**config.mk**
```make
export PLATFORM = sky130hd
export DESIGN_NAME = layered_coordinate_seed_random
export DESIGN_NICKNAME = d
export VERILOG_FILES = /design/src/sv/lcsr_pkg.sv /design/src/sv/lcsr_mod.sv /design/src/sv/lcsr_dp.sv /design/src/sv/lcsr_seq.sv /design/src/sv/layered_coordinate_seed_random.sv
export SDC_FILE = /design/constraint.sdc
export NUM_CORES = 2
export LEC_CHECK = 0
export BUFFER_PORTS_ARGS = -buffer_cell sky130_fd_sc_hd__buf_2
export CORE_ASPECT_RATIO = 0.5
export CORE_UTILIZATION = 40
export CTS_BUF_LIST = sky130_fd_sc_hd__clkbuf_2 sky130_fd_sc_hd__clkbuf_4 sky130_fd_sc_hd__clkbuf_8
export CTS_CLUSTER_SIZE = 10
export DETAILED_ROUTE_END_ITERATION = 8
export HOLD_SLACK_MARGIN = 0.05
export SYNTH_ARGS = -nofsm -noshare
export SYNTH_HDL_FRONTEND = slang
export SYNTH_HIERARCHICAL = 1
export SYNTH_SLANG_ARGS = --single-unit
```
**constraint.sdc**
```tcl
create_clock -name i_clk -period 24.1 [get_ports i_clk]
set_input_delay 6.025 -clock i_clk [delete_from_list [all_inputs] [get_ports i_clk]]
set_output_delay 6.025 -clock i_clk [all_outputs]
set_load 0.05 [all_outputs]
```
**src/sv/lcsr_pkg.sv**
```systemverilog
package lcsr_pkg;

    // LCG mixing constants
    localparam logic [63:0] MIX_MUL      = 64'h5851_F42D_4C95_7F2D;
    localparam logic [63:0] MIX_ADD      = 64'h1405_7B7E_F767_814F;
    localparam int          DRAW_SHIFT   = 24;
    localparam logic [30:0] SELECT_BOUND = 31'd4;

    // remainder unit: dividend magnitude width and step counter width
    localparam int DVD_W = 64 - DRAW_SHIFT;
    localparam int DCNT_W = $clog2(DVD_W);

    // microprogram counter width
    localparam int PC_W = 6;

    // request commands
    typedef enum logic [1:0] {
        CMD_START  = 2'd0,
        CMD_DRAW   = 2'd1,
        CMD_SELECT = 2'd2,
        CMD_NONE   = 2'd3
    } t_cmd;

    // 32x32 partial product select
    typedef enum logic [1:0] {
        MUL_NONE,
        MUL_LL,
        MUL_LH,
        MUL_HL
    } t_mul;

    // product accumulator operation
    typedef enum logic [2:0] {
        ACC_HOLD,
        ACC_LOAD,
        ACC_ADDHI,
        ACC_ADDK,
        ACC_ADDSRC
    } t_acc;

    // addend select for ACC_ADDSRC
    typedef enum logic [1:0] {
        ADD_BASE,
        ADD_LAYER,
        ADD_XZ
    } t_asel;

    // work register source
    typedef enum logic [2:0] {
        S_HOLD,
        S_P,
        S_SALT,
        S_WORLD,
        S_LAYER,
        S_COORD
    } t_ssel;

    // seed store write
    typedef enum logic [1:0] {
        W_NONE,
        W_BASE,
        W_LAYER,
        W_COORD
    } t_wr;

    // round counter operation
    typedef enum logic [1:0] {
        C_HOLD,
        C_CLR,
        C_INC
    } t_cnt;

    // sequencer jump condition
    typedef enum logic [2:0] {
        J_NEXT,
        J_ALWAYS,
        J_CNT_NE_LAST,
        J_CNT_NZ,
        J_DIV_BUSY,
        J_FETCH
    } t_jmp;

    // one microcode word
    typedef struct packed {
        t_mul            mul;
        logic            bsel_k;
        t_acc            acc;
        t_asel           asel;
        t_ssel           ssel;
        t_wr             wr;
        t_cnt            cnt;
        logic            div_init;
        logic            emit;
        t_jmp            jmp;
        logic [PC_W-1:0] tgt;
    } t_cw;

    // datapath controls from the sequencer
    typedef struct packed {
        t_mul  mul;
        logic  bsel_k;
        t_acc  acc;
        t_asel asel;
        t_ssel ssel;
        t_wr   wr;
        logic  xz_z;
        logic  div_init;
        logic  accept;
        logic  emit;
    } t_ctrl;

endpackage

```
**src/sv/lcsr_mod.sv**
```systemverilog
module lcsr_mod (
    input  logic        i_clk,
    input  logic        i_rst_n,
    input  logic        i_init,
    input  logic [63:0] i_seed,
    input  logic [30:0] i_bound,
    output logic        o_busy,
    output logic [30:0] o_res
);

    logic                          r_busy;
    logic [lcsr_pkg::DCNT_W-1:0]   r_cnt;
    logic                          r_neg;
    logic [lcsr_pkg::DVD_W-1:0]    r_dvd;
    logic [30:0]                   r_rem;
    logic [30:0]                   r_bound;

    logic [lcsr_pkg::DVD_W-1:0]    t_val;
    logic [lcsr_pkg::DVD_W-1:0]    mag;
    logic [31:0]                   rem_sh;
    logic [31:0]                   rem_sub;
    logic                          fits;

    // shifted seed and its magnitude
    assign t_val = i_seed[63:lcsr_pkg::DRAW_SHIFT];
    assign mag   = i_seed[63] ? (lcsr_pkg::DVD_W'(0) - t_val) : t_val;

    // one restoring step
    assign rem_sh  = {r_rem, r_dvd[lcsr_pkg::DVD_W-1]};
    assign rem_sub = rem_sh - {1'b0, r_bound};
    assign fits    = rem_sh >= {1'b0, r_bound};

    always_ff @(posedge i_clk) begin
        if (!i_rst_n) begin
            r_busy <= 1'b0;
            r_cnt  <= '0;
        end else if (i_init) begin
            r_busy <= 1'b1;
            r_cnt  <= '0;
        end else if (r_busy) begin
            r_cnt <= r_cnt + 1'b1;
            if (r_cnt == lcsr_pkg::DCNT_W'(lcsr_pkg::DVD_W - 1)) begin
                r_busy <= 1'b0;
            end
        end
    end

    // operands and partial remainder
    always_ff @(posedge i_clk) begin
        if (i_init) begin
            r_neg   <= i_seed[63];
            r_dvd   <= mag;
            r_rem   <= '0;
            r_bound <= i_bound;
        end else if (r_busy) begin
            r_dvd <= {r_dvd[lcsr_pkg::DVD_W-2:0], 1'b0};
            r_rem <= fits ? rem_sub[30:0] : rem_sh[30:0];
        end
    end

    // floor-mod fixup for a negative dividend
    assign o_res  = (r_neg && (r_rem != '0)) ? (r_bound - r_rem) : r_rem;
    assign o_busy = r_busy;

endmodule

```
**src/sv/lcsr_dp.sv**
```systemverilog
module lcsr_dp (
    input  logic                  i_clk,
    input  logic                  i_rst_n,
    input  lcsr_pkg::t_ctrl       i_ctrl,
    input  logic                  i_cfg_we,
    input  logic                  i_cfg_idx,
    input  logic [63:0]           i_cfg_data,
    input  logic [1:0]            i_cmd,
    input  logic signed [31:0]    i_coord_x,
    input  logic signed [31:0]    i_coord_z,
    input  logic [30:0]           i_limit,
    input  logic signed [31:0]    i_pick_a,
    input  logic signed [31:0]    i_pick_b,
    input  logic signed [31:0]    i_pick_c,
    input  logic signed [31:0]    i_pick_d,
    input  logic [30:0]           i_div_res,
    output logic [63:0]           o_coord,
    output logic [30:0]           o_bound,
    output logic signed [31:0]    o_value,
    output logic                  o_bad_limit
);

    localparam logic REG_SALT = 1'b0;

    logic [63:0]        r_salt;
    logic [63:0]        r_world;
    logic [63:0]        r_base;
    logic [63:0]        r_layer;
    logic [63:0]        r_coord;
    logic [63:0]        r_s;
    logic [63:0]        r_p;
    logic [63:0]        r_m;
    lcsr_pkg::t_cmd     r_cmd;
    logic [31:0]        r_x;
    logic [31:0]        r_z;
    logic [30:0]        r_limit;
    logic [31:0]        r_pick_a;
    logic [31:0]        r_pick_b;
    logic [31:0]        r_pick_c;
    logic [31:0]        r_pick_d;

    logic [63:0]        n_p;
    logic [63:0]        b_word;
    logic [31:0]        a32;
    logic [31:0]        b32;
    logic [63:0]        addend;
    logic [31:0]        pick;

    // configuration registers
    always_ff @(posedge i_clk) begin
        if (!i_rst_n) begin
            r_salt  <= '0;
            r_world <= '0;
        end else if (i_cfg_we) begin
            if (i_cfg_idx == REG_SALT) begin
                r_salt <= i_cfg_data;
            end else begin
                r_world <= i_cfg_data;
            end
        end
    end

    // request capture
    always_ff @(posedge i_clk) begin
        if (i_ctrl.accept) begin
            r_cmd    <= lcsr_pkg::t_cmd'(i_cmd);
            r_x      <= i_coord_x;
            r_z      <= i_coord_z;
            r_limit  <= i_limit;
            r_pick_a <= i_pick_a;
            r_pick_b <= i_pick_b;
            r_pick_c <= i_pick_c;
            r_pick_d <= i_pick_d;
        end
    end

    // partial product operands
    assign b_word = i_ctrl.bsel_k ? lcsr_pkg::MIX_MUL : r_s;
    assign a32 = (i_ctrl.mul == lcsr_pkg::MUL_HL) ? r_s[63:32] : r_s[31:0];
    assign b32 = (i_ctrl.mul == lcsr_pkg::MUL_LH) ? b_word[63:32] : b_word[31:0];

    // 32x32 multiplier, registered product
    always_ff @(posedge i_clk) begin
        if (i_ctrl.mul != lcsr_pkg::MUL_NONE) begin
            r_m <= {32'b0, a32} * {32'b0, b32};
        end
    end

    // addend select
    always_comb begin
        unique case (i_ctrl.asel)
            lcsr_pkg::ADD_BASE:  addend = r_base;
            lcsr_pkg::ADD_LAYER: addend = r_layer;
            lcsr_pkg::ADD_XZ:    addend = i_ctrl.xz_z ? {{32{r_z[31]}}, r_z}
                                                      : {{32{r_x[31]}}, r_x};
            default:             addend = r_base;
        endcase
    end

    // product accumulator
    always_comb begin
        unique case (i_ctrl.acc)
            lcsr_pkg::ACC_LOAD:   n_p = r_m;
            lcsr_pkg::ACC_ADDHI:  n_p = r_p + {r_m[31:0], 32'b0};
            lcsr_pkg::ACC_ADDK:   n_p = r_p + lcsr_pkg::MIX_ADD;
            lcsr_pkg::ACC_ADDSRC: n_p = r_p + addend;
            default:              n_p = r_p;
        endcase
    end

    always_ff @(posedge i_clk) begin
        r_p <= n_p;
    end

    // work register
    always_ff @(posedge i_clk) begin
        unique case (i_ctrl.ssel)
            lcsr_pkg::S_P:     r_s <= r_p;
            lcsr_pkg::S_SALT:  r_s <= r_salt;
            lcsr_pkg::S_WORLD: r_s <= r_world;
            lcsr_pkg::S_LAYER: r_s <= r_layer;
            lcsr_pkg::S_COORD: r_s <= r_coord;
            default:           r_s <= r_s;
        endcase
    end

    // seed stores
    always_ff @(posedge i_clk) begin
        if (i_ctrl.wr == lcsr_pkg::W_BASE) begin
            r_base <= r_p;
        end
        if (i_ctrl.wr == lcsr_pkg::W_LAYER) begin
            r_layer <= r_p;
        end
    end

    always_ff @(posedge i_clk) begin
        if (!i_rst_n) begin
            r_coord <= '0;
        end else if (i_ctrl.wr == lcsr_pkg::W_COORD) begin
            r_coord <= r_p;
        end
    end

    // result forming
    always_comb begin
        unique case (i_div_res[1:0])
            2'd0:    pick = r_pick_a;
            2'd1:    pick = r_pick_b;
            2'd2:    pick = r_pick_c;
            default: pick = r_pick_d;
        endcase
    end

    assign o_coord     = r_coord;
    assign o_bound     = (r_cmd == lcsr_pkg::CMD_SELECT) ? lcsr_pkg::SELECT_BOUND : r_limit;
    assign o_bad_limit = (r_cmd != lcsr_pkg::CMD_SELECT) && (r_limit == '0);
    assign o_value     = (r_cmd == lcsr_pkg::CMD_SELECT) ? pick
                       : (o_bad_limit ? 32'sd0 : {1'b0, i_div_res});

endmodule

```
**src/sv/lcsr_seq.sv**
```systemverilog
module lcsr_seq (
    input  logic            i_clk,
    input  logic            i_rst_n,
    input  logic            i_cfg_we,
    input  logic            i_valid,
    input  logic [1:0]      i_cmd,
    input  logic            i_div_busy,
    input  logic            i_out_block,
    output logic            o_ready,
    output lcsr_pkg::t_ctrl o_ctrl
);

    localparam int PW = lcsr_pkg::PC_W;
    localparam int BODY_LEN = 10;

    // microprogram layout
    localparam logic [PW-1:0] ADDR_FETCH     = PW'(0);
    localparam logic [PW-1:0] ADDR_DERIVE    = PW'(1);
    localparam logic [PW-1:0] ADDR_SALT_MIX  = PW'(2);
    localparam logic [PW-1:0] ADDR_BASE_WR   = ADDR_SALT_MIX + PW'(BODY_LEN);
    localparam logic [PW-1:0] ADDR_LAYER_MIX = ADDR_BASE_WR + PW'(1);
    localparam logic [PW-1:0] ADDR_LAYER_ADD = ADDR_LAYER_MIX + PW'(BODY_LEN);
    localparam logic [PW-1:0] ADDR_LAYER_WR  = ADDR_LAYER_ADD + PW'(1);
    localparam logic [PW-1:0] ADDR_LAYER_END = ADDR_LAYER_WR + PW'(1);
    localparam logic [PW-1:0] ADDR_START     = ADDR_LAYER_END + PW'(1);
    localparam logic [PW-1:0] ADDR_COORD_MIX = ADDR_START + PW'(1);
    localparam logic [PW-1:0] ADDR_COORD_ADD = ADDR_COORD_MIX + PW'(BODY_LEN);
    localparam logic [PW-1:0] ADDR_COORD_WR  = ADDR_COORD_ADD + PW'(1);
    localparam logic [PW-1:0] ADDR_COORD_END = ADDR_COORD_WR + PW'(1);
    localparam logic [PW-1:0] ADDR_DRAW      = ADDR_COORD_END + PW'(1);
    localparam logic [PW-1:0] ADDR_ADV_MIX   = ADDR_DRAW + PW'(1);
    localparam logic [PW-1:0] ADDR_ADV_ADD   = ADDR_ADV_MIX + PW'(BODY_LEN);
    localparam logic [PW-1:0] ADDR_ADV_WAIT  = ADDR_ADV_ADD + PW'(1);
    localparam logic [PW-1:0] ADDR_EMIT      = ADDR_ADV_WAIT + PW'(1);

    localparam logic [1:0] LAYER_ROUNDS = 2'd3;

    // one mix round s*s*MUL + ADD, left in the accumulator
    function automatic lcsr_pkg::t_cw f_body(input logic [3:0] k, input lcsr_pkg::t_cw base);
        lcsr_pkg::t_cw w;
        w = base;
        unique case (k)
            4'd0: w.mul = lcsr_pkg::MUL_LL;
            4'd1: begin
                w.mul = lcsr_pkg::MUL_LH;
                w.acc = lcsr_pkg::ACC_LOAD;
            end
            4'd2: begin
                w.mul = lcsr_pkg::MUL_HL;
                w.acc = lcsr_pkg::ACC_ADDHI;
            end
            4'd3: w.acc = lcsr_pkg::ACC_ADDHI;
            4'd4: w.ssel = lcsr_pkg::S_P;
            4'd5: begin
                w.mul    = lcsr_pkg::MUL_LL;
                w.bsel_k = 1'b1;
            end
            4'd6: begin
                w.mul    = lcsr_pkg::MUL_LH;
                w.bsel_k = 1'b1;
                w.acc    = lcsr_pkg::ACC_LOAD;
            end
            4'd7: begin
                w.mul    = lcsr_pkg::MUL_HL;
                w.bsel_k = 1'b1;
                w.acc    = lcsr_pkg::ACC_ADDHI;
            end
            4'd8: w.acc = lcsr_pkg::ACC_ADDHI;
            4'd9: w.acc = lcsr_pkg::ACC_ADDK;
            default: ;
        endcase
        return w;
    endfunction

    // control store
    function automatic lcsr_pkg::t_cw f_rom(input logic [PW-1:0] a);
        lcsr_pkg::t_cw w;
        w = '{mul: lcsr_pkg::MUL_NONE, bsel_k: 1'b0, acc: lcsr_pkg::ACC_HOLD,
              asel: lcsr_pkg::ADD_BASE, ssel: lcsr_pkg::S_HOLD, wr: lcsr_pkg::W_NONE,
              cnt: lcsr_pkg::C_HOLD, div_init: 1'b0, emit: 1'b0,
              jmp: lcsr_pkg::J_NEXT, tgt: ADDR_FETCH};
        if (a >= ADDR_SALT_MIX && a < ADDR_BASE_WR) begin
            w = f_body(4'(a - ADDR_SALT_MIX), w);
        end
        if (a >= ADDR_LAYER_MIX && a < ADDR_LAYER_ADD) begin
            w = f_body(4'(a - ADDR_LAYER_MIX), w);
        end
        if (a >= ADDR_COORD_MIX && a < ADDR_COORD_ADD) begin
            w = f_body(4'(a - ADDR_COORD_MIX), w);
        end
        if (a >= ADDR_ADV_MIX && a < ADDR_ADV_ADD) begin
            w = f_body(4'(a - ADDR_ADV_MIX), w);
        end
        unique case (a)
            ADDR_FETCH: w.jmp = lcsr_pkg::J_FETCH;
            // base seed from the salt, then world seed rounds
            ADDR_DERIVE: begin
                w.ssel = lcsr_pkg::S_SALT;
                w.cnt  = lcsr_pkg::C_CLR;
            end
            ADDR_BASE_WR: begin
                w.wr   = lcsr_pkg::W_BASE;
                w.ssel = lcsr_pkg::S_WORLD;
            end
            ADDR_LAYER_ADD: begin
                w.acc  = lcsr_pkg::ACC_ADDSRC;
                w.asel = lcsr_pkg::ADD_BASE;
                w.cnt  = lcsr_pkg::C_INC;
            end
            ADDR_LAYER_WR: begin
                w.ssel = lcsr_pkg::S_P;
                w.wr   = lcsr_pkg::W_LAYER;
                w.jmp  = lcsr_pkg::J_CNT_NE_LAST;
                w.tgt  = ADDR_LAYER_MIX;
            end
            ADDR_LAYER_END: w.jmp = lcsr_pkg::J_ALWAYS;
            // coordinate seed: four rounds adding x, z, x, z
            ADDR_START: begin
                w.ssel = lcsr_pkg::S_LAYER;
                w.cnt  = lcsr_pkg::C_CLR;
            end
            ADDR_COORD_ADD: begin
                w.acc  = lcsr_pkg::ACC_ADDSRC;
                w.asel = lcsr_pkg::ADD_XZ;
                w.cnt  = lcsr_pkg::C_INC;
            end
            ADDR_COORD_WR: begin
                w.ssel = lcsr_pkg::S_P;
                w.wr   = lcsr_pkg::W_COORD;
                w.jmp  = lcsr_pkg::J_CNT_NZ;
                w.tgt  = ADDR_COORD_MIX;
            end
            ADDR_COORD_END: w.jmp = lcsr_pkg::J_ALWAYS;
            // draw: remainder runs while the seed advances
            ADDR_DRAW: begin
                w.ssel     = lcsr_pkg::S_COORD;
                w.div_init = 1'b1;
            end
            ADDR_ADV_ADD: begin
                w.acc  = lcsr_pkg::ACC_ADDSRC;
                w.asel = lcsr_pkg::ADD_LAYER;
            end
            ADDR_ADV_WAIT: begin
                w.wr  = lcsr_pkg::W_COORD;
                w.jmp = lcsr_pkg::J_DIV_BUSY;
                w.tgt = ADDR_ADV_WAIT;
            end
            ADDR_EMIT: begin
                w.emit = 1'b1;
                w.jmp  = lcsr_pkg::J_ALWAYS;
            end
            default: ;
        endcase
        return w;
    endfunction

    logic [PW-1:0]  r_pc;
    logic [1:0]     r_cnt;
    logic           r_derive_req;
    logic [PW-1:0]  n_pc;
    logic [1:0]     n_cnt;
    logic           n_derive_req;
    lcsr_pkg::t_cw  cw;
    logic           stall;
    logic           accept;

    assign cw      = f_rom(r_pc);
    assign o_ready = (cw.jmp == lcsr_pkg::J_FETCH) && !r_derive_req;
    assign accept  = o_ready && i_valid;
    assign stall   = cw.emit && i_out_block;

    // next step and round counter
    always_comb begin
        n_pc         = r_pc + 1'b1;
        n_derive_req = r_derive_req | i_cfg_we;
        unique case (cw.jmp)
            lcsr_pkg::J_ALWAYS:      n_pc = cw.tgt;
            lcsr_pkg::J_CNT_NE_LAST: if (r_cnt != LAYER_ROUNDS) n_pc = cw.tgt;
            lcsr_pkg::J_CNT_NZ:      if (r_cnt != '0) n_pc = cw.tgt;
            lcsr_pkg::J_DIV_BUSY:    if (i_div_busy) n_pc = cw.tgt;
            lcsr_pkg::J_FETCH: begin
                n_pc = r_pc;
                if (r_derive_req) begin
                    n_pc         = ADDR_DERIVE;
                    n_derive_req = i_cfg_we;
                end else if (accept) begin
                    unique case (lcsr_pkg::t_cmd'(i_cmd)) inside
                        lcsr_pkg::CMD_START:                       n_pc = ADDR_START;
                        lcsr_pkg::CMD_DRAW, lcsr_pkg::CMD_SELECT:  n_pc = ADDR_DRAW;
                        default:                                   n_pc = ADDR_FETCH;
                    endcase
                end
            end
            default: ;
        endcase
        if (stall) begin
            n_pc = r_pc;
        end

        unique case (cw.cnt)
            lcsr_pkg::C_CLR: n_cnt = '0;
            lcsr_pkg::C_INC: n_cnt = r_cnt + 1'b1;
            default:         n_cnt = r_cnt;
        endcase
    end

    always_ff @(posedge i_clk) begin
        if (!i_rst_n) begin
            r_pc         <= ADDR_FETCH;
            r_cnt        <= '0;
            r_derive_req <= 1'b1;
        end else begin
            r_pc         <= n_pc;
            r_cnt        <= n_cnt;
            r_derive_req <= n_derive_req;
        end
    end

    // datapath controls
    always_comb begin
        o_ctrl.mul      = cw.mul;
        o_ctrl.bsel_k   = cw.bsel_k;
        o_ctrl.acc      = cw.acc;
        o_ctrl.asel     = cw.asel;
        o_ctrl.ssel     = cw.ssel;
        o_ctrl.wr       = cw.wr;
        o_ctrl.xz_z     = r_cnt[0];
        o_ctrl.div_init = cw.div_init;
        o_ctrl.accept   = accept;
        o_ctrl.emit     = cw.emit && !stall;
    end

endmodule

```
**src/sv/layered_coordinate_seed_random.sv**
```systemverilog
// Start request: the next request is taken once the coordinate seed is written
// (four mix rounds of 12 steps each on one shared 32x32 multiplier).
// Draw/select: the result is registered after the 40-step bit-serial remainder
// unit is done, and the next request is taken after that; the seed advance overlaps it.
// A result still waiting in the output register holds the sequencer at its emit step.
// Reset (sync, active low) and every config write rerun the layer seed
// derivation, during which no request is taken.
module layered_coordinate_seed_random (
    input  logic               i_clk,
    input  logic               i_rst_n,
    input  logic               i_cfg_we,
    input  logic               i_cfg_idx,
    input  logic [63:0]        i_cfg_data,
    input  logic               i_valid,
    output logic               o_ready,
    input  logic [1:0]         i_cmd,
    input  logic signed [31:0] i_coord_x,
    input  logic signed [31:0] i_coord_z,
    input  logic [30:0]        i_limit,
    input  logic signed [31:0] i_pick_a,
    input  logic signed [31:0] i_pick_b,
    input  logic signed [31:0] i_pick_c,
    input  logic signed [31:0] i_pick_d,
    output logic               o_valid,
    input  logic               i_ready,
    output logic signed [31:0] o_value,
    output logic               o_bad_limit
);

    lcsr_pkg::t_ctrl    ctrl;
    logic               div_busy;
    logic [30:0]        div_res;
    logic [63:0]        coord;
    logic [30:0]        bound;
    logic signed [31:0] res_value;
    logic               res_bad;
    logic               out_block;

    logic               r_out_valid;
    logic signed [31:0] r_value;
    logic               r_bad;

    assign out_block = r_out_valid && !i_ready;

    lcsr_seq u_seq (
        .i_clk       (i_clk),
        .i_rst_n     (i_rst_n),
        .i_cfg_we    (i_cfg_we),
        .i_valid     (i_valid),
        .i_cmd       (i_cmd),
        .i_div_busy  (div_busy),
        .i_out_block (out_block),
        .o_ready     (o_ready),
        .o_ctrl      (ctrl)
    );

    lcsr_dp u_dp (
        .i_clk       (i_clk),
        .i_rst_n     (i_rst_n),
        .i_ctrl      (ctrl),
        .i_cfg_we    (i_cfg_we),
        .i_cfg_idx   (i_cfg_idx),
        .i_cfg_data  (i_cfg_data),
        .i_cmd       (i_cmd),
        .i_coord_x   (i_coord_x),
        .i_coord_z   (i_coord_z),
        .i_limit     (i_limit),
        .i_pick_a    (i_pick_a),
        .i_pick_b    (i_pick_b),
        .i_pick_c    (i_pick_c),
        .i_pick_d    (i_pick_d),
        .i_div_res   (div_res),
        .o_coord     (coord),
        .o_bound     (bound),
        .o_value     (res_value),
        .o_bad_limit (res_bad)
    );

    lcsr_mod u_mod (
        .i_clk   (i_clk),
        .i_rst_n (i_rst_n),
        .i_init  (ctrl.div_init),
        .i_seed  (coord),
        .i_bound (bound),
        .o_busy  (div_busy),
        .o_res   (div_res)
    );

    // output register
    always_ff @(posedge i_clk) begin
        if (!i_rst_n) begin
            r_out_valid <= 1'b0;
        end else if (ctrl.emit) begin
            r_out_valid <= 1'b1;
        end else if (i_ready) begin
            r_out_valid <= 1'b0;
        end
    end

    always_ff @(posedge i_clk) begin
        if (ctrl.emit) begin
            r_value <= res_value;
            r_bad   <= res_bad;
        end
    end

    assign o_valid     = r_out_valid;
    assign o_value     = r_value;
    assign o_bad_limit = r_bad;

endmodule
```
==> flow_summary.yaml <==
cells_and_area:
  seq_area_um2: 24330
  multi_input_area_um2: 50260
  drive_gt1_share_pct: 11.07
  syn2layout_area_growth_pct: 9.175
  fillCellCount: 19030
  layout.nets: 10050
timing:
  maxSlewHeadroom_pct: 18.53
  rsz0062_at_grt: "false"
  finalCritPeriodShare_pct: 53.26
  whs_ns: 0.4658
  fmax_ghz: 0.07791
  tightest_slew_ns: 1.191
  setup_viol: 0
  slew_viol_final: 0
  skew_ns: 0.1514
  setup_tns_ns: 0
  fin_crit_ns: 12.84
  hold_violations: 0
critical_path:
  path_max_fanout: 35
  worst-path-buf-inv: 4
  slowest_delay_ns: 0.85
  cp.depth: 32
  cp_top_family: "adder cells"
  endpoint_kind: "flip-flop"
  crit_top_cell: "fa_1"
  reg2regPathDepth: 32
  worstSetupPathType: "flip-flop to flip-flop"
  crit_slowest_cell: "mux2i_2"
  arrival_ns: 13.45
  start_kind: "flip-flop"
  cp_data_required_time_ns: 24.72
route:
  antenna_left: 0
  viasPerCell: 5.621
  initialDrtViolationCount: 6462
  drt_wl_total_um: 275300
  drt-pass1-iter-count: 6
  post-route-drc-count: 0
  vias: 62700
  wl_per_cell_um: 24.69
yosys:
  async_reset_ff_share_pct: 0
  synthDistinctLibCells: 107
  ys.flop_type: "edfxtp_1"
  syn_inst: 8277
  synth_top_area_share_pct: 24.50
  yosysTopAreaCell: "edfxtp_1"
  synth-seq-cells: 890
  ys_top_cells_by_area: "edfxtp_1, fa_1, ha_1"
  synthesis.nets: 9912
  syn_avg_cell_area_um2: 9.626
  syn_area_um2: 79670
  seq_area_frac_synth_pct: 30.53
  ys_warn_count: 6
  synth_edf_count: 650
clocking:
  cts_buffer_depth: 4
  clockRootBuffer: "clkbuf_8"
  clk_pin_slew_ns: 0.07
  cts.repair.resized: 0
  cts_setup_buffers: 0
  clock_sink_count: 890
  clk_latency_ns: 0.92
  cts_buffers: 147
  postCtsHoldBufs: 0
  cts_tree: "built"
  ctsHtreeMaxLevel: 4
floorplan:
  fp.dieH_um: 317.6
  die_x_um: 633.2
  dieArea_um2: 201100
  coreArea_um2: 197300
  start_util_pct: 40.39
  ios: 330
  placementRows: 115
status:
  status: "complete, no violations"
min_path:
  hold_path_class: "flip-flop to flip-flop"
  hold_path_depth: 2
global_route:
  grt_util_all_layers_pct: 27.21
  first_global_vias: 62310
  antenna_found_initial: 22
  grt_start_max_net_pins: 162
  grt_pass1_wl_um: 410100
  grt_remaining_overflow: 0
placement:
  gp_congestion: 0.9609
  hpwl_um: 208300
  io_buffers: 329
job:
  max-cap-violations: 0
[worst register-to-register path, delay by kind of cell (launching register included)]
family | cells | cell delay (ns)
compound gates | 8 | 2.28
xor+xnor | 2 | 0.90
fa+ha+maj | 10 | 5.28
buf+inv | 4 | 1.11
flops | 1 | 0.65
mux | 2 | 1.13
simple gates | 6 | 1.26
[Yosys cell counts (27+ instances only)]
master	count
and2_1	60
fa_1	900
and3_1	34
o21a_1	30
o21bai_1	31
nand2_1	1202
nor4_1	28
a22oi_1	30
o21ai_0	324
clkbuf_1	417
nor2b_1	36
nor2_1	880
nand4_1	58
mux2i_1	189
mux2_2	65
xor2_1	119
a21oi_1	349
a21boi_0	197
dfxtp_1	240
a21o_1	119
o221ai_1	65
or2_2	28
nor3_1	50
ha_1	440
edfxtp_1	650
o31ai_1	27
a31oi_1	44
a221o_1	34
inv_1	989
nand2b_1	42
xnor2_1	119
a211oi_1	54
mux4_2	31
nand3_1	71
[kinds of logic after synthesis]
| kind of cell | synth area share, % |
|---|---|
| adders and majority gates | 29.52 |
| AOI/OAI and AO/OA | 12.45 |
| muxes | 4.272 |
| buffers and inverters | 6.943 |
| and+or+nand+nor | 13.67 |
| xor gates and xnor gates | 2.616 |
| DFF | 30.53 |
[registers in the layout, summed over array words and instances (netlist names), 32 cells and up]
signal	count
u_dp/r_base	64
u_mod/r_dvd	40
u_dp/r_s	64
u_dp/r_world	64
u_dp/r_p	64
u_dp/r_x	32
u_dp/r_salt	64
u_dp/r_pick_c	32
u_dp/r_z	32
o_value	32
u_dp/r_pick_d	32
u_dp/r_m	64
u_dp/r_layer	64
u_dp/o_coord	64
u_dp/r_pick_b	32
u_dp/r_pick_a	32
[through the flow]
stage                     setup slack, ns  area (µm²)  std cells  util (%)
after floorplan                     13.33       79670       8277         -
after global placement              11.52       84200      10900     42.68
after detailed placement            11.39       84200      10900     42.68
after CTS                           11.35       86970      11150     44.08
after global routing                10.67       86970      11150     44.09
final                               11.26       86980      11150     44.09
[cell type report]
cell class	count	share of cell area, %
Timing Repair Buffer	453	2.995
Antenna cell	6	0.01726
Tap cell	2632	3.786
Clock buffer	201	2.857
Inverter	991	4.277
Sequential cell	890	27.97
Multi-Input combinational cell	5933	57.78
Clock inverter	48	0.3179
[metal layers]
metal	global-route usage, %	up-vias	wire length (µm)
met5	0	-	91
met4	9.312	16	10620
met3	6.775	440	28410
met2	40.47	2878	117500
met1	38.56	31470	118700
li1	-	27890	-
[cell usage in the layout (no fill, tap or decap), types with 29 or more instances in the layout]
cell type | Yosys | layout
a21o_1 | 119 | 119
and2_1 | 60 | 57
nand2b_1 | 42 | 38
o21a_1 | 30 | 30
edfxtp_1 | 650 | 650
mux4_2 | 31 | 31
buf_4 | 9 | 123
clkbuf_8 | 0 | 156
xor2_1 | 119 | 119
nand4_1 | 58 | 58
o21bai_1 | 31 | 31
a21boi_0 | 197 | 197
mux2_2 | 65 | 65
buf_2 | 20 | 328
fa_1 | 900 | 900
mux2i_2 | 1 | 29
a21oi_1 | 349 | 341
inv_1 | 989 | 988
a211oi_1 | 54 | 43
nor2b_1 | 36 | 29
o221ai_1 | 65 | 65
nor2_1 | 880 | 875
nor3_1 | 50 | 48
xnor2_1 | 119 | 118
a31oi_1 | 44 | 44
ha_1 | 440 | 439
mux2i_1 | 189 | 160
o21ai_0 | 324 | 323
dfxtp_1 | 240 | 238
nand2_1 | 1202 | 1198
a22oi_1 | 30 | 30
a221o_1 | 34 | 33
clkbuf_4 | 0 | 45
and3_1 | 34 | 33
nand3_1 | 71 | 71
[path summary, 6_finish.rpt]
check | start | end | slack, ns
hold / removal | u_dp/r_world[8] | u_dp/r_world[8] | 0.47
setup reg to reg | u_seq/r_pc[0] | u_dp/r_m[61] | 11.26
hold reg to reg | u_dp/r_world[8] | u_dp/r_world[8] | 0.47
setup / recovery | u_seq/r_pc[0] | u_dp/r_m[61] | 11.26
Power is left out: the tool's default activity adds up to more than one toggle a clock period on the data nets, which glitch-free logic cannot reach.
